## src/sv/frame_duration_sequencer_defines.svh

```systemverilog
// ----------------------------------------------------------------------------
// Frame duration sequencer assertion macros
// Concurrent assertion wrappers, compiled out with NO_ASSERTIONS.
// ----------------------------------------------------------------------------
`ifndef FRAME_DURATION_SEQUENCER_DEFINES_SVH
`define FRAME_DURATION_SEQUENCER_DEFINES_SVH

`ifndef NO_ASSERTIONS
// same-cycle implication
`define FDS_ASSERT_HOLDS(label, clk, rst_n, ante, cons) \
	label: assert property (@(posedge clk) disable iff (!rst_n) (ante) |-> (cons)) \
		else $error("fds: assertion failed");
// next-cycle implication
`define FDS_ASSERT_NEXT(label, clk, rst_n, ante, cons) \
	label: assert property (@(posedge clk) disable iff (!rst_n) (ante) |=> (cons)) \
		else $error("fds: assertion failed");
`else
`define FDS_ASSERT_HOLDS(label, clk, rst_n, ante, cons)
`define FDS_ASSERT_NEXT(label, clk, rst_n, ante, cons)
`endif

`endif

```

## src/sv/fds_pkg.sv

```systemverilog
// ----------------------------------------------------------------------------
// Frame duration sequencer package
// Field widths, reset values, command and register codes.
// ----------------------------------------------------------------------------
package fds_pkg;

	localparam int DEF_MAX_FRAMES = 8;
	localparam int DEF_TIME_BITS  = 16;

	localparam int CMD_W         = 2;
	localparam int SLOT_W        = 3;
	localparam int TIME_W        = 16;
	localparam int FRAME_W       = 3;
	localparam int FRAME_COUNT_W = 4;
	localparam int CFG_IDX_W     = 2;
	localparam int CFG_DATA_W    = 16;

	localparam logic [FRAME_COUNT_W-1:0] FRAME_COUNT_RST = '0;
	localparam logic                     LOOP_RST        = 1'b1;
	localparam logic [TIME_W-1:0]        CLAMP_LIMIT_RST = 16'd200;
	localparam logic [TIME_W-1:0]        CLAMP_VALUE_RST = 16'd80;

	typedef enum logic [CMD_W-1:0] {
		CMD_TICK    = 2'd0,
		CMD_LOAD    = 2'd1,
		CMD_RESTART = 2'd2
	} cmd_t;

	typedef enum logic [CFG_IDX_W-1:0] {
		CFG_FRAME_COUNT = 2'd0,
		CFG_LOOP_ENABLE = 2'd1,
		CFG_CLAMP_LIMIT = 2'd2,
		CFG_CLAMP_VALUE = 2'd3
	} cfg_idx_t;

endpackage

```

## src/sv/fds_req_if.sv

```systemverilog
// ----------------------------------------------------------------------------
// Frame duration sequencer request channel
// Valid/ready channel carrying one command request.
// ----------------------------------------------------------------------------
interface fds_req_if;
	import fds_pkg::*;

	logic              valid;
	logic              ready;
	logic [CMD_W-1:0]  command;
	logic [SLOT_W-1:0] slot;
	logic [TIME_W-1:0] duration;
	logic [TIME_W-1:0] delta;
	logic [TIME_W-1:0] start_delay;
	logic [TIME_W-1:0] start_phase;

	modport source (
		output valid, command, slot, duration, delta, start_delay, start_phase,
		input  ready
	);
	modport sink (
		input  valid, command, slot, duration, delta, start_delay, start_phase,
		output ready
	);
endinterface

```

## src/sv/fds_rsp_if.sv

```systemverilog
// ----------------------------------------------------------------------------
// Frame duration sequencer response channel
// Valid/ready channel carrying the sequencer status after each request.
// ----------------------------------------------------------------------------
interface fds_rsp_if;
	import fds_pkg::*;

	logic               valid;
	logic               ready;
	logic [FRAME_W-1:0] frame;
	logic               done_res;
	logic               waiting;
	logic               showing;

	modport source (
		output valid, frame, done_res, waiting, showing,
		input  ready
	);
	modport sink (
		input  valid, frame, done_res, waiting, showing,
		output ready
	);
endinterface

```

## src/sv/frame_duration_sequencer.sv

```systemverilog
// Flow: load, restart, unused and finished or frameless ticks go straight to EMIT; other
// ticks pass DLY while a delay runs (ending if it absorbs them), else ADD, then SUBD if it ends,
// CHK, and FETCH (table read) and STEP (compare/subtract on the shared adder) per frame entry.
// Throughput: one request at a time; req.ready returns as the result is registered, and
// an unaccepted result holds off the next one. Reset: arst_n clears control state and
// config (loop on, clamp 200 -> 80) at once; the duration table is undefined until loaded.
// ----------------------------------------------------------------------------
// Frame duration sequencer
// Steps through a table of programmable frame durations under tick requests,
// using one shared adder under a small sequencer.
// ----------------------------------------------------------------------------
`include "frame_duration_sequencer_defines.svh"

module frame_duration_sequencer #(
	parameter int MAX_FRAMES = fds_pkg::DEF_MAX_FRAMES,
	parameter int TIME_BITS  = fds_pkg::DEF_TIME_BITS
) (
	input  logic                          clk,
	input  logic                          arst_n,
	fds_req_if.sink                       req,
	fds_rsp_if.source                     rsp,
	input  logic                          cfg_we,
	input  logic [fds_pkg::CFG_IDX_W-1:0]  cfg_index,
	input  logic [fds_pkg::CFG_DATA_W-1:0] cfg_data
);
	import fds_pkg::*;

	localparam int FW   = (MAX_FRAMES > 1) ? $clog2(MAX_FRAMES) : 1;
	localparam int CW   = $clog2(MAX_FRAMES + 1);
	localparam int ET_W = TIME_BITS + 1;
	localparam int UW   = TIME_BITS + 2;

	typedef enum logic [7:0] {
		ST_IDLE  = 8'b0000_0001,
		ST_DLY   = 8'b0000_0010,
		ST_ADD   = 8'b0000_0100,
		ST_SUBD  = 8'b0000_1000,
		ST_CHK   = 8'b0001_0000,
		ST_FETCH = 8'b0010_0000,
		ST_STEP  = 8'b0100_0000,
		ST_EMIT  = 8'b1000_0000
	} state_t;

	state_t                   state_q;
	logic [FRAME_COUNT_W-1:0] frame_count_q;
	logic                     loop_q;
	logic [TIME_W-1:0]        clamp_limit_q;
	logic [TIME_W-1:0]        clamp_value_q;

	logic [CW-1:0]        frame_q;
	logic [ET_W-1:0]      elapsed_q;
	logic [TIME_BITS-1:0] delay_q;
	logic                 finished_q;
	logic [TIME_BITS-1:0] delta_q;

	logic               out_valid_q;
	logic [FRAME_W-1:0] out_frame_q;
	logic               out_done_q;
	logic               out_waiting_q;
	logic               out_showing_q;

	logic                 accept;
	logic                 emit_fire;
	logic [TIME_W-1:0]    delta_clamped;
	logic [CW-1:0]        cnt;
	logic [CW-1:0]        frame_nx;
	logic [TIME_BITS-1:0] rd_data;
	logic [TIME_BITS-1:0] len;
	logic                 tbl_we;
	logic                 tbl_re;

	logic [UW-1:0] alu_a;
	logic [UW-1:0] alu_b;
	logic          alu_sub;
	logic [UW-1:0] alu_res;
	logic          borrow;

	// configuration registers
	always_ff @(posedge clk or negedge arst_n) begin
		if (!arst_n) begin
			frame_count_q <= FRAME_COUNT_RST;
			loop_q        <= LOOP_RST;
			clamp_limit_q <= CLAMP_LIMIT_RST;
			clamp_value_q <= CLAMP_VALUE_RST;
		end else if (cfg_we) begin
			unique case (cfg_idx_t'(cfg_index))
				CFG_FRAME_COUNT: frame_count_q <= cfg_data[FRAME_COUNT_W-1:0];
				CFG_LOOP_ENABLE: loop_q        <= cfg_data[0];
				CFG_CLAMP_LIMIT: clamp_limit_q <= cfg_data[TIME_W-1:0];
				CFG_CLAMP_VALUE: clamp_value_q <= cfg_data[TIME_W-1:0];
				default: ;
			endcase
		end
	end

	assign req.ready     = (state_q == ST_IDLE);
	assign accept        = req.valid && req.ready;
	assign emit_fire     = (state_q == ST_EMIT) && (!out_valid_q || rsp.ready);
	assign delta_clamped = (req.delta > clamp_limit_q) ? clamp_value_q : req.delta;
	assign cnt           = (32'(frame_count_q) > MAX_FRAMES) ? CW'(MAX_FRAMES)
	                                                        : CW'(frame_count_q);
	assign frame_nx      = frame_q + CW'(1);
	// an empty entry lasts one millisecond
	assign len           = (rd_data == '0) ? TIME_BITS'(1) : rd_data;

	assign tbl_we = accept && (req.command == CMD_LOAD) && (32'(req.slot) < MAX_FRAMES);
	assign tbl_re = (state_q == ST_FETCH);

	fds_ram #(
		.WIDTH (TIME_BITS),
		.DEPTH (MAX_FRAMES)
	) u_table (
		.clk   (clk),
		.we    (tbl_we),
		.waddr (FW'(req.slot)),
		.wdata (TIME_BITS'(req.duration)),
		.re    (tbl_re),
		.raddr (frame_q[FW-1:0]),
		.rdata (rd_data)
	);

	// shared add/subtract unit
	always_comb begin
		alu_a   = '0;
		alu_b   = '0;
		alu_sub = 1'b0;
		unique case (state_q)
			ST_DLY: begin
				alu_a   = UW'(delay_q);
				alu_b   = UW'(delta_q);
				alu_sub = 1'b1;
			end
			ST_ADD: begin
				alu_a = UW'(elapsed_q);
				alu_b = UW'(delta_q);
			end
			ST_SUBD: begin
				alu_a   = UW'(elapsed_q);
				alu_b   = UW'(delay_q);
				alu_sub = 1'b1;
			end
			ST_STEP: begin
				alu_a   = UW'(elapsed_q);
				alu_b   = UW'(len);
				alu_sub = 1'b1;
			end
			default: ;
		endcase
	end

	assign alu_res = alu_a + (alu_sub ? ~alu_b : alu_b) + UW'(alu_sub);
	assign borrow  = alu_res[UW-1];

	always_ff @(posedge clk) begin
		if (accept) begin
			delta_q <= TIME_BITS'(delta_clamped);
		end
	end

	// sequencer
	always_ff @(posedge clk or negedge arst_n) begin
		if (!arst_n) begin
			state_q    <= ST_IDLE;
			frame_q    <= '0;
			elapsed_q  <= '0;
			delay_q    <= '0;
			finished_q <= 1'b0;
		end else begin
			unique case (state_q)
				ST_IDLE: begin
					if (accept) begin
						unique case (req.command)
							CMD_TICK: begin
								if (finished_q) begin
									state_q <= ST_EMIT;
								end else if (cnt == '0) begin
									finished_q <= 1'b1;
									state_q    <= ST_EMIT;
								end else if (delay_q != '0) begin
									state_q <= ST_DLY;
								end else begin
									state_q <= ST_ADD;
								end
							end
							CMD_RESTART: begin
								frame_q    <= '0;
								elapsed_q  <= ET_W'(TIME_BITS'(req.start_phase));
								delay_q    <= TIME_BITS'(req.start_delay);
								finished_q <= 1'b0;
								state_q    <= ST_EMIT;
							end
							default: state_q <= ST_EMIT;
						endcase
					end
				end
				ST_DLY: begin
					// delay still running: tick fully absorbed
					if (!borrow && (alu_res != '0)) begin
						delay_q <= alu_res[TIME_BITS-1:0];
						state_q <= ST_EMIT;
					end else begin
						state_q <= ST_ADD;
					end
				end
				ST_ADD: begin
					elapsed_q <= alu_res[ET_W-1:0];
					state_q   <= (delay_q != '0) ? ST_SUBD : ST_CHK;
				end
				ST_SUBD: begin
					elapsed_q <= alu_res[ET_W-1:0];
					delay_q   <= '0;
					state_q   <= ST_CHK;
				end
				ST_CHK: begin
					// frame may sit past the end if the count was lowered
					if (frame_q >= cnt) begin
						if (loop_q) begin
							frame_q <= '0;
							state_q <= ST_FETCH;
						end else begin
							finished_q <= 1'b1;
							state_q    <= ST_EMIT;
						end
					end else begin
						state_q <= ST_FETCH;
					end
				end
				ST_FETCH: state_q <= ST_STEP;
				ST_STEP: begin
					if (!borrow) begin
						elapsed_q <= alu_res[ET_W-1:0];
						if (frame_nx >= cnt) begin
							if (loop_q) begin
								frame_q <= '0;
								state_q <= ST_FETCH;
							end else begin
								frame_q    <= frame_nx;
								finished_q <= 1'b1;
								state_q    <= ST_EMIT;
							end
						end else begin
							frame_q <= frame_nx;
							state_q <= ST_FETCH;
						end
					end else begin
						state_q <= ST_EMIT;
					end
				end
				ST_EMIT: begin
					if (emit_fire) begin
						state_q <= ST_IDLE;
					end
				end
				default: state_q <= ST_IDLE;
			endcase
		end
	end

	// output register
	always_ff @(posedge clk or negedge arst_n) begin
		if (!arst_n) begin
			out_valid_q <= 1'b0;
		end else if (emit_fire) begin
			out_valid_q <= 1'b1;
		end else if (rsp.ready) begin
			out_valid_q <= 1'b0;
		end
	end

	always_ff @(posedge clk) begin
		if (emit_fire) begin
			out_frame_q   <= FRAME_W'(frame_q);
			out_done_q    <= finished_q;
			out_waiting_q <= !finished_q && (delay_q != '0);
			out_showing_q <= !finished_q && (delay_q == '0);
		end
	end

	assign rsp.valid    = out_valid_q;
	assign rsp.frame    = out_frame_q;
	assign rsp.done_res = out_done_q;
	assign rsp.waiting  = out_waiting_q;
	assign rsp.showing  = out_showing_q;

	`FDS_ASSERT_HOLDS(a_step_frame_in_range, clk, arst_n, state_q == ST_STEP, frame_q < cnt)
	`FDS_ASSERT_HOLDS(a_idle_elapsed_fits, clk, arst_n, state_q == ST_IDLE && !finished_q, elapsed_q[TIME_BITS] == 1'b0)
	`FDS_ASSERT_NEXT(a_request_leaves_idle, clk, arst_n, req.valid && req.ready, state_q != ST_IDLE)
	`FDS_ASSERT_NEXT(a_emit_loads_result, clk, arst_n, emit_fire, rsp.valid && state_q == ST_IDLE)

endmodule

```

## src/sv/fds_ram.sv

```systemverilog
// ----------------------------------------------------------------------------
// Generic RAM
// One write port, one read port with registered read data.
// ----------------------------------------------------------------------------
module fds_ram #(
	parameter  int WIDTH = 16,
	parameter  int DEPTH = 8,
	localparam int AW    = (DEPTH > 1) ? $clog2(DEPTH) : 1
) (
	input  logic             clk,
	input  logic             we,
	input  logic [AW-1:0]    waddr,
	input  logic [WIDTH-1:0] wdata,
	input  logic             re,
	input  logic [AW-1:0]    raddr,
	output logic [WIDTH-1:0] rdata
);
	logic [WIDTH-1:0] mem_q [DEPTH];

	always_ff @(posedge clk) begin
		if (we) begin
			mem_q[waddr] <= wdata;
		end
		if (re) begin
			rdata <= mem_q[raddr];
		end
	end
endmodule
```

## src/flat_wrapper.sv

```systemverilog
// flat-port wrapper written by rule: the top's interface ports become plain ports
module frame_duration_sequencer_flat import fds_pkg::*;
#(
	parameter int MAX_FRAMES = fds_pkg::DEF_MAX_FRAMES,
	parameter int TIME_BITS  = fds_pkg::DEF_TIME_BITS
)
  (clk, arst_n, cfg_we, cfg_index, cfg_data, req_valid, req_command, req_slot, req_duration, req_delta, req_start_delay, req_start_phase, req_ready, rsp_valid, rsp_frame, rsp_done_res, rsp_waiting, rsp_showing, rsp_ready);
  fds_req_if req_i ();
  fds_rsp_if rsp_i ();
  input  logic clk;
  input  logic arst_n;
  input  logic cfg_we;
  input  logic [fds_pkg::CFG_IDX_W-1:0] cfg_index;
  input  logic [fds_pkg::CFG_DATA_W-1:0] cfg_data;
  input wire logic [$bits(req_i.valid)-1:0] req_valid;
  input wire logic [$bits(req_i.command)-1:0] req_command;
  input wire logic [$bits(req_i.slot)-1:0] req_slot;
  input wire logic [$bits(req_i.duration)-1:0] req_duration;
  input wire logic [$bits(req_i.delta)-1:0] req_delta;
  input wire logic [$bits(req_i.start_delay)-1:0] req_start_delay;
  input wire logic [$bits(req_i.start_phase)-1:0] req_start_phase;
  output wire logic [$bits(req_i.ready)-1:0] req_ready;
  output wire logic [$bits(rsp_i.valid)-1:0] rsp_valid;
  output wire logic [$bits(rsp_i.frame)-1:0] rsp_frame;
  output wire logic [$bits(rsp_i.done_res)-1:0] rsp_done_res;
  output wire logic [$bits(rsp_i.waiting)-1:0] rsp_waiting;
  output wire logic [$bits(rsp_i.showing)-1:0] rsp_showing;
  input wire logic [$bits(rsp_i.ready)-1:0] rsp_ready;
  assign req_i.valid = req_valid;
  assign req_i.command = req_command;
  assign req_i.slot = req_slot;
  assign req_i.duration = req_duration;
  assign req_i.delta = req_delta;
  assign req_i.start_delay = req_start_delay;
  assign req_i.start_phase = req_start_phase;
  assign req_ready = req_i.ready;
  assign rsp_valid = rsp_i.valid;
  assign rsp_frame = rsp_i.frame;
  assign rsp_done_res = rsp_i.done_res;
  assign rsp_waiting = rsp_i.waiting;
  assign rsp_showing = rsp_i.showing;
  assign rsp_i.ready = rsp_ready;
  frame_duration_sequencer #(.MAX_FRAMES(MAX_FRAMES), .TIME_BITS(TIME_BITS)) u_core (.clk(clk), .arst_n(arst_n), .req(req_i), .rsp(rsp_i), .cfg_we(cfg_we), .cfg_index(cfg_index), .cfg_data(cfg_data));
endmodule
```

## config.mk

```make
export PLATFORM = sky130hd
export DESIGN_NAME = frame_duration_sequencer_flat
export DESIGN_NICKNAME = d
export VERILOG_FILES = /design/src/sv/fds_pkg.sv /design/src/sv/fds_req_if.sv /design/src/sv/fds_rsp_if.sv /design/src/sv/frame_duration_sequencer.sv /design/src/sv/fds_ram.sv /design/src/flat_wrapper.sv
export VERILOG_INCLUDE_DIRS = /design/src /design/src/sv
export SDC_FILE = /design/constraint.sdc
export NUM_CORES = 1
export LEC_CHECK = 0
export BUFFER_PORTS_ARGS = -buffer_cell sky130_fd_sc_hd__buf_2
export CORE_MARGIN = 4
export CORE_UTILIZATION = 57
export CTS_CLUSTER_DIAMETER = 40
export DETAILED_ROUTE_END_ITERATION = 8
export GPL_TIMING_DRIVEN = 0
export PLACE_DENSITY = 0.76
export SYNTH_ARGS = -nofsm -noshare
export SYNTH_HDL_FRONTEND = slang
export SYNTH_SLANG_ARGS = --single-unit
```

## constraint.sdc

```tcl
create_clock -name clk -period 8.8 [get_ports clk]
set_clock_uncertainty 0.1 [all_clocks]
set_input_delay 1.32 -clock clk [delete_from_list [all_inputs] [get_ports clk]]
set_output_delay 1.32 -clock clk [all_outputs]
set_load 0.1 [all_outputs]
```

==> results.sh, run 1 <==
export IMPL_period_minus_slack_ps=7421
export IMPL_hold_path_endpoint="u_core.elapsed_q[11]$_DFFE_PN0P_"
export IMPL_rsz0062_at_grt="false"
export IMPL_status="completed"
export IMPL_comb_power_share_pct=16.7
export IMPL_sw_frac_of_total_pct=29.69
export IMPL_antenna_found_initial=1
export IMPL_finalWirelength_um=31320
export IMPL_chipWidth_um=156.2
export IMPL_num_rows=53
export IMPL_post_cts_resized=0
export IMPL_power_frac_clock_pct=38.4
export IMPL_synth_edf_count=166
export IMPL_fin_crit_sh_pct=84.33
export IMPL_regArea_um2=7096
export IMPL_grt_pass1_vias=8772
export IMPL_ioPinCount=100
export IMPL_synth_largest_area_cell="edfxtp_1"
export IMPL_power_density_nw_per_um2=238.5
export IMPL_synth_top_cell_area_share_pct=39.82
export IMPL_grt_pass1_wl_um=49620
export IMPL_power_w=0.003501
export IMPL_syn_num_nets=1085
export IMPL_track_usage_pct=26.32
export IMPL_synth_seq_cells=250
export IMPL_postSynthCellCount=950
export IMPL_hpwlAfterDp_um=22870
export IMPL_cts_root_buf="clkbuf_16"
export IMPL_path_cells="or4_1 -> buf_2 -> nor4_1 -> nand2b_1 -> clkbuf_1 -> clkbuf_1 -> a22o_1 -> ha_1 -> clkbuf_1 -> and3_1 -> a211oi_1 -> xnor2_1 -> nor4_1 -> o211ai_1 -> nor3b_1 -> nand4_1 -> or4_1 -> buf_2 -> or3_1 -> buf_2 -> buf_6 -> o221a_1"
export IMPL_dr_first_iter_drc_count=861
export IMPL_p_int_w=0.002462
export IMPL_cts_setup_buffers=0
export IMPL_leakagePower_nw=5.736
export IMPL_grt_overflow_total=0
export IMPL_arrival_ps=7700
export IMPL_port_buffers=99
export IMPL_clock_sinks=250
export IMPL_critical_path_peak_fanout=10
export IMPL_r2r_setup_slack_ps=1380
export IMPL_cts_tree="done"
export IMPL_routed_via_density=6.289
export IMPL_setup_viol_count_final=0
export IMPL_crit_type="register to register"
export IMPL_layout_nets=1232
export IMPL_syn_area_um2=12520
export IMPL_reg2reg_to="u_core.delay_q[11]$_DFFE_PN0P_"
export IMPL_antenna_cells=0
export IMPL_critPathLaunchType="register"
export IMPL_die_area_um2=24390
export IMPL_multiInputGateArea_um2=5146
export IMPL_core_area_um2=21290
export IMPL_dieHeight_um=156.2
export IMPL_firstDrtPassIters=7
export IMPL_htree_levels=2
export IMPL_place_congestion=0.9764
export IMPL_place_ws_ps=1578
export IMPL_syn2layout_area_growth_pct=17.29
export IMPL_start_util_pct=58.80
export IMPL_worstHoldPathCells=2
export IMPL_slowest_stage="clkbuf_1"
export IMPL_worst_slew_pin_slew_ps=1039
export IMPL_irDropWorstVdd_uv=178.5
export IMPL_synthArstFlopShare_pct=33.60
export IMPL_cts_hold_fix_buffers=0
export IMPL_fmax_mhz=134.8
export IMPL_num_vias=8786
export IMPL_synth_flop_cell="edfxtp_1"
export IMPL_drv_cap=0
export IMPL_drc=0
export IMPL_required_ps=9080
export IMPL_hold_viol_final=0
export IMPL_fin_setup_tns_ps=0
export IMPL_slew_viol_final=0
export IMPL_fillers=1480
export IMPL_syn_avg_cell_area_um2=13.18
export IMPL_clock_path_buffers=3
export IMPL_layout_setup_ws_ps=1379
export IMPL_worstHoldPathType="register to register"
export IMPL_sequentialPowerShare_pct=44.9
export IMPL_ant_nets=0
export IMPL_reg2reg_from="u_core.state_q[7]$_DFFE_PN0P_"
export IMPL_ff2ff_path_depth=22
export IMPL_cts_buffers=35
export IMPL_cp_end_kind="register"
export IMPL_relSlewSlack_pct=30.24
export IMPL_ys_seq_area_share_pct=56.69
export IMPL_min_from="u_core.elapsed_q[11]$_DFFE_PN0P_"
export IMPL_synth_warnings=0
export IMPL_synth_cell_types=78
export IMPL_power_switching_w=0.001040
export IMPL_insertion_delay_ps=510
export IMPL_path_clk_slew_ps=50
export IMPL_slowest_delay_ps=620
export IMPL_wl_per_cell_um=22.42
export IMPL_ys_top_cells_by_area="edfxtp_1 (40%), dfrtp_1 (15%), mux2_2 (6.1%), mux4_2 (5.8%), ha_1 (4.2%)"
export IMPL_post_route_cells_drive_above_1_share_pct=26.65
export IMPL_grt_max_degree=54
-- cell usage in the layout, fill, tap and decap left out, types with 7 or more instances in the layout --
master      count
mux4_2         32
dfstp_2         7
nor3b_1         8
clkinvlp_4      7
edfxtp_1      166
nand2b_1        8
clkbuf_1       40
o21ai_0        35
a21o_1         12
nand2_1        50
mux2i_1        27
nand4_1         8
clkbuf_16      35
ha_1           42
nor2_1         65
nor2b_1         8
a22o_1         29
o221a_1        14
inv_1          30
nor3_1         10
nor4_1         14
a21oi_1        58
buf_2         105
nand3b_1        9
dfrtp_1        77
mux2_2         68
xnor2_1        12
-- power groups by stage --
stage          clock network (W)  logic (W)  registers, W
2_1_floorplan                  0   0.000392       0.00155
3_3_place_gp                   0   0.000558       0.00158
3_5_place_dp                   0   0.000580       0.00158
4_1_cts                  0.00136   0.000583       0.00156
5_1_grt                  0.00141   0.000651       0.00158
6_report                 0.00134   0.000584       0.00157
-- cell type report --
class                      instances  area share, %
timing repair buffer             110          4.474
clock inverter                    20          1.440
clock buffer                      42          6.281
inverter                          30         0.7670
tap                              275          2.344
multi-input combinational        623          35.05
buffer                            47          1.312
sequential                       250          48.33
-- critical path, delay by kind of cell, from the launching register on --
kind            cells  cell delay, ps
fa+ha+maj           1             230
flops               1             440
compound gates      4            1120
xor+xnor            1             240
simple gates        9            3070
buf+inv             7            2070
-- cell usage after synthesis, types with 9 or more instances --
cell      instances
a21oi_1          58
ha_1             42
dfrtp_1          77
mux2i_1          27
xnor2_1          12
edfxtp_1        166
nor2_1           71
o21ai_0          35
mux2_2           68
mux4_2           32
nor3_1           12
clkbuf_1         35
a21o_1           12
o221a_1          14
nor4_1           14
nor3b_1           9
nand3b_1          9
inv_1            30
a22o_1           29
nand2_1          50
-- stage by stage --
| stage | cell area (um2) | hold WS [ps] | std cells | util [%] |
|---|---|---|---|---|
| detailed placement | 13550 | 371.0 | 1335 | 63.65 |
| global route | 14680 | 409.0 | 1397 | 68.97 |
| CTS | 14680 | 381.4 | 1397 | 68.97 |
| floorplan | 12520 | 350.2 | 950 | - |
| finish | 14680 | 388.1 | 1397 | 68.97 |
| global placement | 13360 | 364.0 | 1324 | 62.75 |
-- worst max path at each step --
| stage | start | to | cells past startpoint |
|---|---|---|---|
| after global placement | u_core.state_q[7]$_DFFE_PN0P_ | u_core.delay_q[9]$_DFFE_PN0P_ | 22 |
| after detailed placement | u_core.state_q[7]$_DFFE_PN0P_ | u_core.delay_q[12]$_DFFE_PN0P_ | 22 |
| after global routing | u_core.state_q[7]$_DFFE_PN0P_ | u_core.delay_q[8]$_DFFE_PN0P_ | 22 |
| after floorplan | u_core.state_q[7]$_DFFE_PN0P_ | u_core.delay_q[11]$_DFFE_PN0P_ | 24 |
| final | u_core.state_q[7]$_DFFE_PN0P_ | u_core.delay_q[11]$_DFFE_PN0P_ | 22 |
| after CTS | u_core.state_q[7]$_DFFE_PN0P_ | u_core.delay_q[11]$_DFFE_PN0P_ | 22 |
-- registers in the layout, summed over array words and instances, names as in the netlist --
register	cells
u_core.delay_q	16
u_core.elapsed_q	17
u_core.u_table.rdata	16
u_core.frame_count_q	4
u_core.rsp.done_res	1
u_core.rsp.valid	1
u_core.rsp.showing	1
u_core.rsp.frame	3
u_core.finished_q	1
u_core.loop_q	1
u_core.clamp_value_q	16
u_core.rsp.waiting	1
u_core.delta_q	16
u_core.state_q	8
u_core.frame_q	4
u_core.u_table.mem_q	128
u_core.clamp_limit_q	16
-- logic make-up after synthesis --
group | Yosys count | share of synthesized area (%)
flip-flops | 250 | 56.69
AND/OR/NAND/NOR | 227 | 9.426
AO/OA/AOI/OAI | 208 | 11.80
multiplexers | 127 | 14.03
buffers and inverters | 77 | 2.439
adder cells (fa/ha/maj) | 43 | 4.358
XOR/XNOR | 18 | 1.259
-- metal layers --
layer / vias to the layer above / global-route usage, % / wire [um]
met3: 84 / 5.381 / 2696
met1: 4289 / 39.71 / 13630
li1: 3995 / - / -
met2: 416 / 38.80 / 13940
met4: 2 / 8.430 / 1030
met5: - / 0 / 12
(Power assumes the default switching activity.)
==> run 2: changes to the inputs <==
--- a/config.mk
+++ b/config.mk
@@ -8,11 +8,11 @@
 export LEC_CHECK = 0
 export BUFFER_PORTS_ARGS = -buffer_cell sky130_fd_sc_hd__buf_2
 export CORE_MARGIN = 4
-export CORE_UTILIZATION = 57
+export CORE_UTILIZATION = 55
 export CTS_CLUSTER_DIAMETER = 40
 export DETAILED_ROUTE_END_ITERATION = 8
 export GPL_TIMING_DRIVEN = 0
-export PLACE_DENSITY = 0.76
+export PLACE_DENSITY = 0.77
 export SYNTH_ARGS = -nofsm -noshare
 export SYNTH_HDL_FRONTEND = slang
 export SYNTH_SLANG_ARGS = --single-unit
==> constraint.sdc (replaced) <==
create_clock -name clk -period 6.5 [get_ports clk]
set_clock_uncertainty 0.1 [all_clocks]
set_input_delay 0.975 -clock clk [delete_from_list [all_inputs] [get_ports clk]]
set_output_delay 0.975 -clock clk [all_outputs]
set_load 0.1 [all_outputs]
==> run 2 against run 1 <==
Effect of this change:
- hold slack got worse by 34 ps
- final cell count rose by 1.1%
- fmax rose by 17%
- largest power group unchanged
- highest routed layer is now met4
==> results.sh, run 2 (synthesis results as in run 1) <==
export IMPL_power_density_nw_per_um2=321.7
export IMPL_reg2reg_to="u_core.delay_q[4]$_DFFE_PN0P_"
export IMPL_worst_slew_pin_slew_ps=1173
export IMPL_largest_register_ffs=128
export IMPL_grt_max_degree=47
export IMPL_met3_length_um=2862
export IMPL_power_frac_clock_pct=38.9
export IMPL_highest_layer="met4"
export IMPL_slew_viol_final=0
export IMPL_chipWidth_um=158.9
export IMPL_m1WireLength_um=13330
export IMPL_hold_viol_final=0
export IMPL_sw_frac_of_total_pct=29.95
export IMPL_fin_crit_sh_pct=97.19
export IMPL_grt_pass1_wl_um=52320
export IMPL_cp_end_kind="register"
export IMPL_place_congestion=0.9379
export IMPL_routed_via_density=6.300
export IMPL_wl_met2_um=16150
export IMPL_fmax_mhz=158.3
export IMPL_largest_register="u_core.u_table.mem_q"
export IMPL_start_util_pct=56.65
export IMPL_ff2ff_path_depth=23
export IMPL_hold_ws_ps=354.0
export IMPL_die_area_um2=25240
export IMPL_reg2reg_from="u_core.state_q[7]$_DFFE_PN0P_"
export IMPL_r2r_setup_slack_ps=180
export IMPL_hpwlAfterDp_um=24290
export IMPL_track_usage_pct=26.57
export IMPL_firstDrtPassIters=9
export IMPL_post_route_cells_drive_above_1_share_pct=29.97
export IMPL_ioPinCount=100
export IMPL_fin_setup_tns_ps=0
export IMPL_cts_tree="done"
export IMPL_status="completed"
export IMPL_layout_cells_non_filler=1412
export IMPL_final_util_pct=67.60
export IMPL_power_switching_w=0.001439
export IMPL_clock_sinks=250
export IMPL_grt_overflow_total=0
export IMPL_placed_cells=1339
export IMPL_crit_type="register to register"
export IMPL_setup_viol_count_final=0
export IMPL_port_buffers=99
export IMPL_clock_path_buffers=3
export IMPL_finalWirelength_um=33870
export IMPL_cts_buffers=34
export IMPL_syn2layout_area_growth_pct=19.32
export IMPL_p_int_w=0.003366
export IMPL_core_area_um2=22090
export IMPL_irDropWorstVdd_uv=344.1
export IMPL_wl_per_cell_um=23.99
export IMPL_layout_setup_ws_ps=182.6
export IMPL_top_regs="u_core.u_table.mem_q x128, u_core.elapsed_q x17"
export IMPL_sequentialPowerShare_pct=44.1
export IMPL_antenna_found_initial=0
export IMPL_insertion_delay_ps=520
export IMPL_required_ps=6780
export IMPL_grt_pass1_vias=9113
export IMPL_arrival_ps=6600
export IMPL_htree_levels=2
export IMPL_critical_path_peak_fanout=10
export IMPL_dr_first_iter_drc_count=983
export IMPL_num_rows=54
export IMPL_leakagePower_nw=5.893
export IMPL_drc=0
export IMPL_relSlewSlack_pct=21.26
export IMPL_num_vias=8895
export IMPL_place_ws_ps=-633.2
export IMPL_drv_cap=0
export IMPL_ant_nets=0
export IMPL_critPathLaunchType="register"
export IMPL_comb_power_share_pct=17.0
export IMPL_period_minus_slack_ps=6317
export IMPL_layout_nets=1241
export IMPL_cts_root_buf="clkbuf_16"
export IMPL_dieHeight_um=158.9
export IMPL_mostFrequentLayoutCell="edfxtp_1"
export IMPL_path_clk_slew_ps=60
export IMPL_layout_common_cells="edfxtp_1 (166), buf_2 (107), dfrtp_1 (77)"
export IMPL_worstHoldPathType="input port to asynchronous set/reset pin"
[run 2: cell count changes in the layout (fill, tap and decap cells not counted), sizes merged]
cell	delta
bufinv	+1
clkinvlp	-4
inv	+5
buf	+16
diode	+1
clkbuf	-9
[run 2: metrics by stage]
stage / area [um2] / total power [W]
floorplan: 12520 / 0.002621
global placement: 13360 / 0.002887
detailed placement: 13550 / 0.002921
CTS: 14800 / 0.004801
global route: 14930 / 0.005013
finish: 14940 / 0.004805
[run 2: worst max-delay path by stage]
stage	startpoint	to	slack [ps]	depth (start not counted)
final	u_core.state_q[7]$_DFFE_PN0P_	u_core.delay_q[4]$_DFFE_PN0P_	180	23
after global routing	u_core.state_q[7]$_DFFE_PN0P_	u_core.delay_q[4]$_DFFE_PN0P_	-1	23
after CTS	u_core.state_q[7]$_DFFE_PN0P_	u_core.delay_q[4]$_DFFE_PN0P_	5	23
after detailed placement	u_core.state_q[7]$_DFFE_PN0P_	u_core.delay_q[8]$_DFFE_PN0P_	-630	22
after global placement	u_core.state_q[7]$_DFFE_PN0P_	u_core.delay_q[4]$_DFFE_PN0P_	-710	22
after floorplan	u_core.state_q[7]$_DFFE_PN0P_	u_core.delay_q[11]$_DFFE_PN0P_	430	24
[run 2: critical path, cell delays in order (launching register included)]
cell and delay [ps]:
dfrtp_1 440, or4_1 520, buf_2 220, nor3_4 190, and3b_2 290, clkbuf_4 230
a22o_1 200, a21oi_1 80, mux2i_1 190, ha_1 260, clkbuf_1 200, a21oi_1 170
or2_0 210, a31oi_1 130, or4_1 560, a21oi_2 210, xor2_2 220, nand4_1 110
or4_1 550, buf_2 180, or3_1 330, buf_2 180, buf_6 170, o221a_1 260
[run 2: power groups by stage]
stage	Clock (W)	Sequential, W	Combinational, W
finish	0.00187	0.00212	0.000818
global route	0.00197	0.00213	0.000908
CTS	0.00189	0.00211	0.000804
detailed placement	0	0.00213	0.000787
global placement	0	0.00213	0.000758
floorplan	0	0.00209	0.000530
[run 2: area by class of cell]
| class | instances | area, um2 |
|---|---|---|
| timing repair buffer | 125 | 777.0 |
| buffer | 42 | 191.4 |
| inverter | 30 | 112.6 |
| clock buffer | 39 | 889.6 |
| sequential | 250 | 7096 |
| fill | 1579 | 7158 |
| tap | 280 | 350.3 |
| antenna | 1 | 2.502 |
| multi-input combinational | 623 | 5243 |
| clock inverter | 22 | 274.0 |
[run 2: layer usage]
metal	global-route usage [%]	vias up
met1	34.81	4359
met5	0	-
met2	43.23	434
met3	5.884	104
li1	-	3998
met4	11.36	0
[run 2: timing repair]
item,in CTS,in global routing
hold buffers,0,0
setup buffers,3,13
setup endpoints to repair,18,17
cloned,0,0
resized for setup,18,18
pin swaps,1,4
